==> config.mk <==
export PLATFORM = sky130hd
export DESIGN_NAME = dithered_period_timer
export DESIGN_NICKNAME = d
export VERILOG_FILES = /design/src/design/dpt_pkg.sv /design/src/design/dithered_period_timer.sv
export SDC_FILE = /design/constraint.sdc
export NUM_CORES = 1
export LEC_CHECK = 0
export ABC_AREA = 0
export BUFFER_PORTS_ARGS = -buffer_cell sky130_fd_sc_hd__buf_2
export CAP_MARGIN = 20
export CELL_PAD_IN_SITES_DETAIL_PLACEMENT = 2
export CELL_PAD_IN_SITES_GLOBAL_PLACEMENT = 2
export CORE_UTILIZATION = 32
export DETAILED_ROUTE_END_ITERATION = 8
export HOLD_SLACK_MARGIN = 0.1
export PLACE_DENSITY_LB_ADDON = 0.1
export SYNTH_ARGS = -nofsm -noshare
export SYNTH_HDL_FRONTEND = slang
export SYNTH_SLANG_ARGS = --single-unit
==> constraint.sdc <==
create_clock -name clk -period 16.8 [get_ports clk]
set_input_delay 0.84 -clock clk [delete_from_list [all_inputs] [get_ports clk]]
set_output_delay 0.84 -clock clk [all_outputs]
set_load 0.1 [all_outputs]
==> src/design/dpt_pkg.sv <==
package dpt_pkg;

  // Fixed field widths of the timer.
  localparam int CNT_W  = 16;
  localparam int NS_W   = 33;
  localparam int CFG_IW = 3;
  localparam int CFG_DW = 16;

  // Scale factors for the nanosecond readout.
  localparam logic [NS_W-1:0] NS_PER_TICK = NS_W'(500);
  localparam logic [NS_W-1:0] NS_PER_WRAP = NS_W'(31250000);

  // Register reset values.
  localparam logic [7:0]       PRESCALE_RST = 8'd1;
  localparam logic [CNT_W-1:0] BASE_RST     = CNT_W'(62500);
  localparam logic [7:0]       WPS_RST      = 8'd32;
  localparam logic [CNT_W-1:0] TOP_RST      = '1;

  // Configuration register indexes.
  typedef enum logic [CFG_IW-1:0] {
    REG_PRESCALE = 3'd0,
    REG_BASE     = 3'd1,
    REG_WHOLE    = 3'd2,
    REG_FRACTION = 3'd3,
    REG_WPS      = 3'd4
  } cfg_reg_t;

  // Period top for a given phase: base + whole + dither bit, clamped to
  // 1 .. 2^CNT_W, minus one. The dither bit interleaves the high and low
  // fraction nibbles across the 256 phases.
  function automatic logic [CNT_W-1:0] period_top_f(
    input logic [CNT_W-1:0] base,
    input logic [7:0]       whole,
    input logic [7:0]       frac,
    input logic [7:0]       phase
  );
    logic              hi_more;
    logic              extra;
    logic signed [CNT_W+1:0] sum;
    logic [CNT_W+1:0]  sum_m1;
    hi_more = (phase[7:4] < frac[7:4]);
    extra   = ({1'b0, phase[3:0]} < ({1'b0, frac[3:0]} + {4'b0, hi_more}));
    sum     = $signed({2'b00, base}) + (CNT_W+2)'($signed(whole))
              + $signed({{(CNT_W+1){1'b0}}, extra});
    sum_m1  = (CNT_W+2)'(sum) - (CNT_W+2)'(1);
    if (sum < $signed((CNT_W+2)'(1))) begin
      period_top_f = '0;
    end else if (sum > $signed((CNT_W+2)'(1) << CNT_W)) begin
      period_top_f = '1;
    end else begin
      period_top_f = sum_m1[CNT_W-1:0];
    end
  endfunction

endpackage

==> src/design/dithered_period_timer.sv <==
// The result of an accepted tick is registered. Throughput: one tick per
// cycle while out_stall is low; the result register frees up in the same
// cycle that the downstream side takes it, so ticks stream back to back.
// Reset (rst_n low, synchronous): counters, phase and result valid clear,
// registers take their defaults and the period top returns to all ones.
module dithered_period_timer
  import dpt_pkg::*;
(
  input  logic              clk,
  input  logic              rst_n,
  input  logic              in_valid,
  output logic              in_stall,
  input  logic              in_tick,
  output logic              out_valid,
  input  logic              out_stall,
  output logic              out_wrap_pulse,
  output logic              out_second_pulse,
  output logic [CNT_W-1:0]  out_count_now,
  output logic [7:0]        out_wraps_this_second,
  output logic [7:0]        out_seconds_now,
  output logic [7:0]        out_dither_phase,
  output logic [NS_W-1:0]   out_nanoseconds,
  input  logic              cfg_we,
  input  logic [CFG_IW-1:0] cfg_index,
  input  logic [CFG_DW-1:0] cfg_wdata
);

  // Configuration registers.
  logic [7:0]       prescale_r, prescale_nxt;
  logic [CNT_W-1:0] base_r, base_nxt;
  logic [7:0]       whole_r, whole_nxt;
  logic [7:0]       frac_r, frac_nxt;
  logic [7:0]       wps_r, wps_nxt;

  // Timer state.
  logic [7:0]       pcount_r, pcount_nxt;
  logic [CNT_W-1:0] counter_r, counter_nxt;
  logic [CNT_W-1:0] top_r, top_nxt;
  logic [7:0]       wraps_r, wraps_nxt;
  logic [7:0]       secs_r, secs_nxt;
  logic [7:0]       phase_r, phase_nxt;

  // Result register.
  logic             out_valid_r, out_valid_nxt;
  logic             wrap_r, wrap_nxt;
  logic             sec_r, sec_nxt;

  logic             accept;
  logic             top_dirty;
  logic [7:0]       pcount_inc;
  logic [CNT_W:0]   counter_inc;
  logic [7:0]       wraps_inc;

  // The input waits only while an untaken result sits in the register.
  assign in_stall = out_valid_r && out_stall;
  assign accept   = in_valid && !in_stall;

  assign pcount_inc  = pcount_r + 8'd1;
  assign counter_inc = {1'b0, counter_r} + (CNT_W+1)'(1);
  assign wraps_inc   = wraps_r + 8'd1;

  // Register writes and the per-tick state update.
  always_comb begin
    prescale_nxt  = prescale_r;
    base_nxt      = base_r;
    whole_nxt     = whole_r;
    frac_nxt      = frac_r;
    wps_nxt       = wps_r;
    pcount_nxt    = pcount_r;
    counter_nxt   = counter_r;
    wraps_nxt     = wraps_r;
    secs_nxt      = secs_r;
    phase_nxt     = phase_r;
    wrap_nxt      = wrap_r;
    sec_nxt       = sec_r;
    top_dirty     = 1'b0;
    out_valid_nxt = out_valid_r && out_stall;

    if (cfg_we) begin
      unique case (cfg_index)
        REG_PRESCALE: prescale_nxt = cfg_wdata[7:0];
        REG_BASE: begin
          base_nxt  = cfg_wdata[CNT_W-1:0];
          top_dirty = 1'b1;
        end
        REG_WHOLE: begin
          whole_nxt = cfg_wdata[7:0];
          top_dirty = 1'b1;
        end
        REG_FRACTION: begin
          frac_nxt  = cfg_wdata[7:0];
          top_dirty = 1'b1;
        end
        REG_WPS:  wps_nxt = cfg_wdata[7:0];
        default: ;
      endcase
    end

    if (accept) begin
      out_valid_nxt = 1'b1;
      wrap_nxt      = 1'b0;
      sec_nxt       = 1'b0;
      if (in_tick) begin
        pcount_nxt = pcount_inc;
        if (pcount_inc == prescale_r) begin
          pcount_nxt = '0;
          if (counter_inc > {1'b0, top_r}) begin
            counter_nxt = '0;
            wrap_nxt    = 1'b1;
            wraps_nxt   = wraps_inc;
            if (wraps_inc == wps_r) begin
              wraps_nxt = '0;
              secs_nxt  = secs_r + 8'd1;
              sec_nxt   = 1'b1;
            end
            phase_nxt = phase_r + 8'd1;
            top_dirty = 1'b1;
          end else begin
            counter_nxt = counter_inc[CNT_W-1:0];
          end
        end
      end
    end

    top_nxt = top_dirty ? period_top_f(base_nxt, whole_nxt, frac_nxt, phase_nxt) : top_r;
  end

  always_ff @(posedge clk) begin
    if (!rst_n) begin
      prescale_r  <= PRESCALE_RST;
      base_r      <= BASE_RST;
      whole_r     <= '0;
      frac_r      <= '0;
      wps_r       <= WPS_RST;
      pcount_r    <= '0;
      counter_r   <= '0;
      top_r       <= TOP_RST;
      wraps_r     <= '0;
      secs_r      <= '0;
      phase_r     <= '0;
      out_valid_r <= 1'b0;
      wrap_r      <= 1'b0;
      sec_r       <= 1'b0;
    end else begin
      prescale_r  <= prescale_nxt;
      base_r      <= base_nxt;
      whole_r     <= whole_nxt;
      frac_r      <= frac_nxt;
      wps_r       <= wps_nxt;
      pcount_r    <= pcount_nxt;
      counter_r   <= counter_nxt;
      top_r       <= top_nxt;
      wraps_r     <= wraps_nxt;
      secs_r      <= secs_nxt;
      phase_r     <= phase_nxt;
      out_valid_r <= out_valid_nxt;
      wrap_r      <= wrap_nxt;
      sec_r       <= sec_nxt;
    end
  end

  // The state registers hold exactly the values after the last tick, so
  // they double as the result payload.
  assign out_valid             = out_valid_r;
  assign out_wrap_pulse        = wrap_r;
  assign out_second_pulse      = sec_r;
  assign out_count_now         = counter_r;
  assign out_wraps_this_second = wraps_r;
  assign out_seconds_now       = secs_r;
  assign out_dither_phase      = phase_r;

  // Nanosecond readout from the registered counts, modulo 2^NS_W.
  assign out_nanoseconds = (NS_W'(wraps_r) * NS_PER_WRAP)
                         + (NS_W'(counter_r) * NS_PER_TICK);

`ifndef SYNTHESIS
  // A second boundary always coincides with a counter wrap.
  a_sec_has_wrap: assert property (@(posedge clk) disable iff (!rst_n)
    out_valid_r && sec_r |-> wrap_r)
    else $error("second pulse without wrap pulse");

  // A wrap always leaves the counter at zero.
  a_wrap_zero: assert property (@(posedge clk) disable iff (!rst_n)
    out_valid_r && wrap_r |-> counter_r == '0)
    else $error("counter not zero after wrap");

  // A stalled result keeps the state frozen for the next cycle.
  a_hold_state: assert property (@(posedge clk) disable iff (!rst_n)
    in_stall && !cfg_we |=> $stable(counter_r) && $stable(phase_r) && $stable(wraps_r))
    else $error("state changed while result was stalled");
`endif

endmodule

Word level (Yosys, flattened, before mapping)
Cells that the tools add are included.

storage, ports and cells
  register bits after elaboration = 115
  bits of input ports = 25
  output and inout port bits = 77
  logic and storage cells = 77

operators by class
  add/sub/neg operators = 10
  multipliers = 2
  $lt $le $gt $ge = 5
  equality and inequality tests = 6
  muxes and demuxes = 29
  reduce and logical (&&, ||, !) cells = 11

operator list
  cell                                                                   number
  16-bit two-way mux                                                     5
  8-bit two-way mux                                                      10
  33-bit by 25-bit adder with 33-bit output                              1
  8-bit by 1-bit adder with 8-bit output, second input constant          4
  8-bit by 21-bit multiplier with 29-bit output, second input constant   1
  16-bit by 7-bit multiplier with 23-bit output, second input constant   1
  17-bit by 8-bit adder with 18-bit output                               1
  18-bit by 2-bit adder with 18-bit output                               1
  18-bit greater-than comparator, second input constant                  1
  18-bit by 2-bit < comparator with 1-bit output, second input constant  1
  16-bit by 1-bit adder with 17-bit output, second input constant        1
  17-bit by 16-bit greater-than comparator with 1-bit output             1
  8-bit equality test                                                    2
  16-bit by 2-bit subtractor with 16-bit output, second input constant   1
  1-bit two-way mux                                                      14
  3-bit by 2-bit equality test with 1-bit output, second input constant  2
  2-bit AND reduction                                                    3
  4-bit by 1-bit adder with 5-bit output                                 1
  4-bit by 5-bit < comparator with 1-bit output                          1
  5-bit AND reduction                                                    1
  4-bit < comparator                                                     1
  4-bit AND reduction                                                    1
  3-bit by 1-bit equality test with 1-bit output, second input constant  1
  3-bit equality test, second input constant                             1
  other kinds (5)                                                        6

Longest topological paths before layout
Gate-level depths: netlist of run 1.

  depth in word-level cells = 13
  mapped depth = 41
  depth with buffers taken out = 40

Least setup slack after synthesis of run 1
No wires, ideal clock.

  kind = reg-to-reg
  from = register counter_r[4], in the netlist out_count_now[4]
  to = register top_r[10]
  setup time = 0.131 ns
  data arrival time = 8.754 ns
  required time = 16.669 ns
  setup slack = 7.916 ns
  stages on the path, launching flop included = 40
  path buffers = 2
  period minus slack after synthesis = 8.884 ns
  path through = dfxtp_1 > ha_1 > and3_1 > and3_1 > clkbuf_1 > nand4_1 > xnor2_1 > ha_1 > nand3_1 > o21ai_0 > a21oi_1 > o21ai_0 > nand2_1 > nor3_1 > xor2_1 > ha_1 > a21boi_0 > o41ai_1 > (+4 left out) > inv_1 > a31oi_1 > o2111ai_1 > and3_1 > fa_1 > fa_1 > a21o_1 > a21oi_2 > o21bai_1 > a21oi_1 > xnor2_1 > or3_1 > nor4b_4 > and4b_1 > nor4_2 > a41oi_4 > buf_12 > o221ai_2

on the way
  longest elaborated chain between the ends = 13
  elaborated cells on any way between the ends = 19
  those cells by class = 4 x add/sub; 5 x order compare; 10 x mux

RTL lines
  element                                                                                                 RTL line                      RTL
  from (decl)                                                                                             dithered_period_timer.sv:37   logic [CNT_W-1:0] counter_r, counter_nxt;
  from (signal assigned)                                                                                  dithered_period_timer.sv:151  counter_r <= counter_nxt;
  16-bit by 1-bit adder with 17-bit output *                                                              dithered_period_timer.sv:59   assign counter_inc = {1'b0, counter_r} + (CNT_W+1)'(1);
  17-bit by 16-bit greater-than comparator with 1-bit output *                                            dithered_period_timer.sv:107  if (counter_inc > {1'b0, top_r}) begin
  8-bit two-way mux *                                                                                     dithered_period_timer.sv:107
  8-bit two-way mux *                                                                                     dithered_period_timer.sv:105  if (pcount_inc == prescale_r) begin
  8-bit two-way mux *                                                                                     dithered_period_timer.sv:103  if (in_tick) begin
  8-bit two-way mux *                                                                                     dithered_period_timer.sv:99   if (accept) begin
  named net phase_nxt[5]                                                                                  dithered_period_timer.sv:41   logic [7:0] phase_r, phase_nxt;
  4-bit < comparator *                                                                                    dpt_pkg.sv:41                 hi_more = (phase[7:4] < frac[7:4]);
  4-bit by 1-bit adder with 5-bit output *                                                                dpt_pkg.sv:42                 extra = ({1'b0, phase[3:0]} < ({1'b0, frac[3:0]} + {4'b0, hi_more}));
  4-bit by 5-bit < comparator with 1-bit output *                                                         dpt_pkg.sv:42
  18-bit by 2-bit adder with 18-bit output *                                                              dpt_pkg.sv:44                 + $signed({{(CNT_W+1){1'b0}}, extra});
  16-bit by 2-bit subtractor with 16-bit output / 18-bit greater-than comparator (equally long branches)  dpt_pkg.sv:45, dpt_pkg.sv:48
  16-bit two-way mux                                                                                      dpt_pkg.sv:48                 end else if (sum > $signed((CNT_W+2)'(1) << CNT_W)) begin
  16-bit two-way mux *                                                                                    dpt_pkg.sv:46                 if (sum < $signed((CNT_W+2)'(1))) begin
  to (signal assigned)                                                                                    dithered_period_timer.sv:152  top_r <= top_nxt;
  to (decl)                                                                                               dithered_period_timer.sv:38   logic [CNT_W-1:0] top_r, top_nxt;

The timed path passes the listed nets; every way through them passes the cells marked *.
A chain may end at the register's enable or synchronous reset.

Worst setup path after layout of run 1
  from = register counter_r[0], in the netlist out_count_now[0]
  to = register top_r[3]

Same word-level chain as after synthesis.

==> parameters.txt, run 1 <==
Parameter                              Value

Power and ir drop
  Leakage power of the design ... 7.522 nW
  Comb power frac ... 15.8%
  Sequential cell fraction of total power ... 36.1%
  Total Power Consumption ... 0.7823 mW
  IR drop worst, VDD ... 0.00006318 V
  Switching power total ... 0.2420 mW
  Part of the total power dissipated in the clock network ... 48.2%
  Pwr Density ... 53.06 nW/um^2
  Internal ... 0.5403 mW
  Net switching fraction of the power ... 30.93%

Critical path
  Arr. time, crit path ... 10.43 ns
  Largest incremental delay on the critical path ... 0.65 ns
  Element type at the critical path end ... register
  Worst setup path class ... register to register
  Capture point of the worst reg-to-reg path ... top_r[3]$_SDFFE_PN1P_
  Reg-to-Reg Start ... out_count_now[0]$_SDFFE_PN0P_
  Cell with the largest stage delay on the worst path ... o21ai_0
  Register-to-Register Setup Slack ... 6.64 ns
  Register-to-Register Path Depth ... 38
  Worst path required time ... 17.08 ns
  Startpoint Class ... register
  Cell repeated most along the worst path ... ha_1
  Largest fanout on the critical path ... 16

Floorplan
  Area of the die ... 41890 um^2
  Die boundary height ... 204.7 um
  Row count ... 73
  Boundary Pins ... 102
  Die width ... 204.7 um
  Starting utilization of the core area ... 32.78%
  Core footprint ... 40100 um^2

Min path
  Tightest Hold Check Type ... register to register
  Hold Path Depth ... 2
  Hold_sp ... out_wrap_pulse$_SDFFE_PN0P_
  End point of the most critical hold path ... out_wrap_pulse$_SDFFE_PN0P_

CTS
  Number of sinks on the clock net ... 115
  Reg clk slew, reported paths ... 0.06 ns
  CTS tree ... done
  Cells resized by post-CTS repair ... 0
  Quantity of hold-fixing buffers added after cts ... 0
  H-tree depth ... 4
  Clock insertion delay at the later pin of the skew report ... 0.44 ns
  Clock tree root buffer cell ... clkbuf_16
  Number of setup buffers added after CTS ... 0
  Longest Clk Path Bufs ... 2
  Number of clock buffers inserted by TritonCTS ... 17

Timing
  Final-report max-slew violation count ... 0
  Hold slack ... 0.4659 ns
  Clock period minus final worst setup slack ... 10.16 ns
  Max Freq ... 98.47 MHz
  Max_slew headroom ... 38.44%
  Final worst setup slack ... 6.644 ns
  Final Cycle Share ... 60.45%
  Transition time of the tightest slew-check pin ... 0.9158 ns
  Clock Skews ... 0.008907 ns
  Setup repair after global routing missed its margin ... no
  Number of hold violations in the final report ... 0
  Post-Route Setup TNS ... 0 ns
  Setup violations, final ... 0

Routing
  Total number of vias ... 10874
  Wirelength per Cell ... 19.38 um
  Iteration count of the initial detailed-routing pass ... 4
  Average via count per standard cell ... 5.154
  Final WL ... 40.89 mm
  Detailed Route Iter0 Violations ... 281
  Antenna-violating nets left ... 0
  DRC violations left ... 0

Global routing
  Global route overflow ... 0
  Via count of the first global-routing pass ... 12056
  Global-route wire length before repair ... 66.18 mm
  Total track usage ... 20.30%
  Antenna violations before repair ... 0
  Maximum number of pins on one net before global-route repair ... 52

Placement
  Instance count after placement with tap cells included ... 2078
  RePlAce Congestion ... 0.8126
  Quantity of I/O buffers inserted on ports ... 99
  Estimated wirelength of the detail-placed design ... 33.60 mm
  Placement-stage worst setup slack ... 6.541 ns

Finish
  Filler-free cell count of the finished design ... 2110
  Top library cells by usage in the layout, fill and taps aside ... 184 x ha_1, 141 x inv_1, 128 x nor2_1, 115 x dfxtp_1, 111 x nand2_1
  Fraction of layout cells with a size suffix above 1 ... 12.30%
  Final #Nets ... 1886
  Diode count ... 0
  Area growth, synth to finish ... 12.16%
  Most common cell after layout, fill and taps aside ... ha_1

Yosys
  Number of flops mapped to enable cells by yosys ... 0
  Count of state elements after synthesis ... 115
  Synth cell types ... 77
  Area of the mapped netlist ... 13150 um^2
  Post-synthesis sequential area ratio ... 17.51%
  Yosys warns ... 0
  Commonest register cell after synthesis ... dfxtp_1
  Average cell area after synthesis ... 8.852 um^2
  Synthesized netlist cell count ... 1485
  Async SR Flop Fraction ... 0%

Run status
  Run status ... finished, final reports clean

Run
  Max cap viols ... 0
==> worst max-delay path: cells and delay by family, from the launching register on <==
kind,cells,cell delay [ns]
and+or+nand+nor,12,3.33
AOI/OAI and AO/OA,13,3.12
adders and majority gates,8,2.40
DFF,1,0.56
xor gates and xnor gates,3,0.47
buffers and inverters,2,0.08
==> registers in the layout (all words and copies together), names as in the netlist <==
register / count
base_r: 16
frac_r: 8
out_count_now: 16
out_dither_phase: 8
out_second_pulse: 1
out_seconds_now: 8
out_valid: 1
out_wrap_pulse: 1
out_wraps_this_second: 8
pcount_r: 8
prescale_r: 8
top_r: 16
whole_r: 8
wps_r: 8
==> cells by family (layout without fill, tap and decap cells) <==
kind of cell | Yosys count | in the layout | synth area share [%]
AOI/OAI and AO/OA | 283 | 283 | 14.51
xor gates and xnor gates | 152 | 152 | 10.13
other | 1 | 2 | 0.02853
muxes | 33 | 33 | 2.741
adders and majority gates | 289 | 289 | 33.50
and+or+nand+nor | 434 | 434 | 16.11
buffers and inverters | 178 | 277 | 5.473
DFF | 115 | 115 | 17.51
==> metrics by stage <==
| step | utilization [%] | instance area [um^2] |
|---|---|---|
| 6_report | 36.77 | 14740 |
| 3_5_place_dp | 35.29 | 14150 |
| 4_1_cts | 36.77 | 14740 |
| 3_3_place_gp | 35.29 | 14150 |
| 2_1_floorplan | - | 13150 |
| 5_1_grt | 36.77 | 14740 |
==> power groups by stage <==
stage | clock, mW | combinational [mW] | sequential [mW]
after floorplan | 0 | 0.0888 | 0.291
after global placement | 0 | 0.123 | 0.288
after detailed placement | 0 | 0.125 | 0.288
after CTS | 0.386 | 0.126 | 0.282
after global routing | 0.395 | 0.136 | 0.283
final | 0.377 | 0.123 | 0.282
==> routing by layer <==
metal	global-route usage [%]	up-vias	part of all wire, %
li1	-	5244	-
met1	25.98	5496	47
met2	36.31	101	50
met3	1.973	33	1.6
met4	4.877	0	1.6
met5	0	-	0
==> cells in the mapped netlist, types with 6 or more instances <==
cell type  instances  area, um^2
a211oi_1           6       45.04
a21o_1            30       225.2
a21oi_1           94       470.5
a31oi_1           15       93.84
and2_1            30       187.7
and3_1            14       87.58
buf_2              6       30.03
buf_4              7       52.55
clkbuf_1          21       78.83
dfxtp_1          115        2302
fa_1             105        2102
ha_1             184        2302
inv_1            141       529.3
mux2_2            24       270.3
mux2i_1            9       90.09
nand2_1          111       416.7
nand2b_1          15       93.84
nand3_1           40       200.2
nand4_1           12       75.07
nor2_1           128       480.5
nor2b_1           14       87.58
nor3_1            25       125.1
o211ai_1           8       60.06
o21a_1            12       90.09
o21ai_0           51       255.2
o21bai_1          14       105.1
o221ai_1           7       61.31
o221ai_2           9       135.1
or2_2              7       43.79
or3_1             12       75.07
xnor2_1          102       893.4
xor2_1            50       437.9
==> layout make-up <==
type / instances / area, um^2
Fill cell: 4540 / 25350
Clock buffer: 19 / 442.9
Clock inverter: 13 / 150.1
Sequential cell: 115 / 2302
Tap cell: 525 / 656.9
Inverter: 142 / 533.0
Timing Repair Buffer: 103 / 525.5
Multi-Input combinational cell: 1193 / 10130
==> worst max-delay path by stage <==
stage                     cells past startpoint                           from  slack [ns]                     end
after CTS                                    37  out_count_now[2]$_SDFFE_PN0P_        6.48   top_r[3]$_SDFFE_PN1P_
after global placement                       38  out_count_now[0]$_SDFFE_PN0P_        7.05   top_r[2]$_SDFFE_PN1P_
after global routing                         37  out_count_now[3]$_SDFFE_PN0P_        5.75   top_r[3]$_SDFFE_PN1P_
after floorplan                              39  out_count_now[4]$_SDFFE_PN0P_        7.92  top_r[10]$_SDFFE_PN1P_
after detailed placement                     37  out_count_now[2]$_SDFFE_PN0P_        6.54   top_r[3]$_SDFFE_PN1P_
final                                        38  out_count_now[0]$_SDFFE_PN0P_        6.64   top_r[3]$_SDFFE_PN1P_
Power figures use the tool's default switching activity.
==> inputs of run 2 (changes only) <==
- clock period: 16.8 -> 8.45 ns (I/O delays scaled with it)
==> run 2 against run 1 <==
  * Clock power rose by 110%
  * Register-to-register slack worse by 6.3 ns
  * Final cell count is 1.9% higher
  * Sequential power grew 98%
  * Critical path type unchanged
  * Critical endpoint is now top_r[14]$_SDFFE_PN1P_
  * Largest cell class unchanged
  * Highest routed layer unchanged
==> parameters.txt, run 2 (synthesis results as in run 1) <==
Parameter                              Value

CTS
  Longest Clk Path Bufs ... 2
  Number of sinks on the clock net ... 115
  Clock insertion delay at the later pin of the skew report ... 0.43 ns
  Quantity of hold-fixing buffers added after cts ... 0
  CTS tree ... done
  Reg clk slew, reported paths ... 0.06 ns
  Clock tree root buffer cell ... clkbuf_16
  H-tree depth ... 4
  Number of clock buffers inserted by TritonCTS ... 17

Timing
  Post-Route Setup TNS ... 0 ns
  Setup repair after global routing missed its margin ... yes
  Setup violations, final ... 0
  Hold slack ... 0.2590 ns
  Max_slew headroom ... 35.22%
  Final-report max-slew violation count ... 0
  Clock Skews ... 0.009102 ns
  Final worst setup slack ... 0.3244 ns
  Max Freq ... 123.1 MHz
  Number of hold violations in the final report ... 0
  Final Cycle Share ... 96.16%
  Transition time of the tightest slew-check pin ... 0.9637 ns
  Clock period minus final worst setup slack ... 8.126 ns

Finish
  Fraction of layout cells with a size suffix above 1 ... 17.54%
  Final #Nets ... 1926
  Most common cell after layout, fill and taps aside ... ha_1
  Diode count ... 0
  Filler-free cell count of the finished design ... 2150
  Share of the core filled with cells ... 38.47%
  Area growth, synth to finish ... 17.34%
  Summed area of non-filler cells in the final layout ... 15420 um^2
  Top library cells by usage in the layout, fill and taps aside ... 175 x ha_1, 141 x inv_1, 125 x nor2_1, 109 x nand2_1
  Fill cells ... 4497

Routing
  Iteration count of the initial detailed-routing pass ... 4
  Average via count per standard cell ... 5.098
  Antenna-violating nets left ... 0
  Final WL ... 41.15 mm
  Wirelength per Cell ... 19.14 um
  Total number of vias ... 10960
  Detailed Route Iter0 Violations ... 261
  DRC violations left ... 0

Global routing
  Global-route wire length before repair ... 65.97 mm
  Maximum number of pins on one net before global-route repair ... 52
  Total track usage ... 20.03%
  Global route overflow ... 0
  Antenna violations before repair ... 0
  Via count of the first global-routing pass ... 12229

Critical path
  Startpoint Class ... register
  Element type at the critical path end ... register
  Arr. time, crit path ... 8.40 ns
  Worst path required time ... 8.73 ns
  Cell repeated most along the worst path ... ha_1
  Cell with the largest stage delay on the worst path ... or3b_4
  Worst setup path class ... register to register
  Largest incremental delay on the critical path ... 0.40 ns
  Register-to-Register Path Depth ... 40
  Largest fanout on the critical path ... 8

Min path
  Tightest Hold Check Type ... input pin to register
  Hold Path Depth ... 2

Power and ir drop
  Switching power total ... 0.4746 mW
  Net switching fraction of the power ... 29.36%
  Part of the total power dissipated in the clock network ... 49.7%
  Sequential cell fraction of total power ... 34.5%
  Internal ... 1.142 mW
  Pwr Density ... 104.8 nW/um^2
  IR drop worst, VDD ... 0.0001356 V
  Total Power Consumption ... 1.616 mW
  Leakage power of the design ... 7.804 nW
  Comb power frac ... 15.8%

Floorplan
  Row count ... 73
  Die boundary height ... 204.7 um
  Die width ... 204.7 um
  Starting utilization of the core area ... 32.78%
  Area of the die ... 41890 um^2
  Core footprint ... 40100 um^2
  Boundary Pins ... 102

Placement
  Quantity of I/O buffers inserted on ports ... 99
  Placement-stage worst setup slack ... -0.1432 ns
  RePlAce Congestion ... 0.8073
  Placed Instance Area ... 14420 um^2
  Estimated wirelength of the detail-placed design ... 32.95 mm
  Instance count after placement with tap cells included ... 2110

Run status
  Run status ... finished, final reports clean

Run
  Max cap viols ... 0
-- run 2: cell count changes in the layout (fill, tap and decap cells not counted), moves of 5 or more --
cell     before  now
buf_4         4   41
dfxtp_1     115  103
dfxtp_2       0    7
dfxtp_4       0    5
ha_1        184  175
ha_4          0    7
-- run 2: area by class of cell --
cell class,count,area (um^2),share of cell area (%)
timing repair buffer,143,872.1,5.654
clock inverter,14,201.4,1.306
clock buffer,18,439.2,2.847
tap,525,656.9,4.259
sequential,115,2330,15.10
inverter,142,533.0,3.456
multi-input combinational,1193,10390,67.38
-- run 2: repair_timing --
action | in CTS | in global routing
setup endpoints to repair | 16 | 21
pin swaps | 7 | 20
cloned | 1 | 0
gates resized for setup | 22 | 42
setup buffers | 3 | 4
-- run 2: power groups by stage --
stage / clock network [mW] / registers [mW] / logic, mW
after global placement: 0 / 0.571 / 0.245
after floorplan: 0 / 0.578 / 0.176
final: 0.803 / 0.558 / 0.256
after global routing: 0.845 / 0.559 / 0.281
after CTS: 0.823 / 0.559 / 0.258
after detailed placement: 0 / 0.571 / 0.251
-- run 2: final timing paths --
kind	start	endpoint	slack, ns
max reg2reg	out_count_now[1]$_SDFFE_PN0P_	top_r[14]$_SDFFE_PN1P_	0.32
max	out_count_now[1]$_SDFFE_PN0P_	top_r[14]$_SDFFE_PN1P_	0.32
min	in_valid	out_valid$_SDFF_PN0_	0.26
min reg2reg	out_second_pulse$_SDFFE_PN0P_	out_second_pulse$_SDFFE_PN0P_	0.46
-- run 2: critical path: cells and delay by family (launching register included) --
family	cells	cell delay (ns)
buffers and inverters	6	0.88
DFF	1	0.37
adders and majority gates	8	2.11
and+or+nand+nor	9	1.66
AOI/OAI and AO/OA	14	2.33
xor gates and xnor gates	3	0.61
-- run 2: metal layers --
metal / vias to the layer above / wire [um] / share of wire (%) / track usage [%]
met4: 0 / 518 / 1.3 / 4.398
met5: - / 0 / 0 / 0
met2: 103 / 20670 / 50 / 35.77
met1: 5493 / 19360 / 47 / 25.80
met3: 26 / 605 / 1.5 / 1.941
li1: 5338 / - / - / -
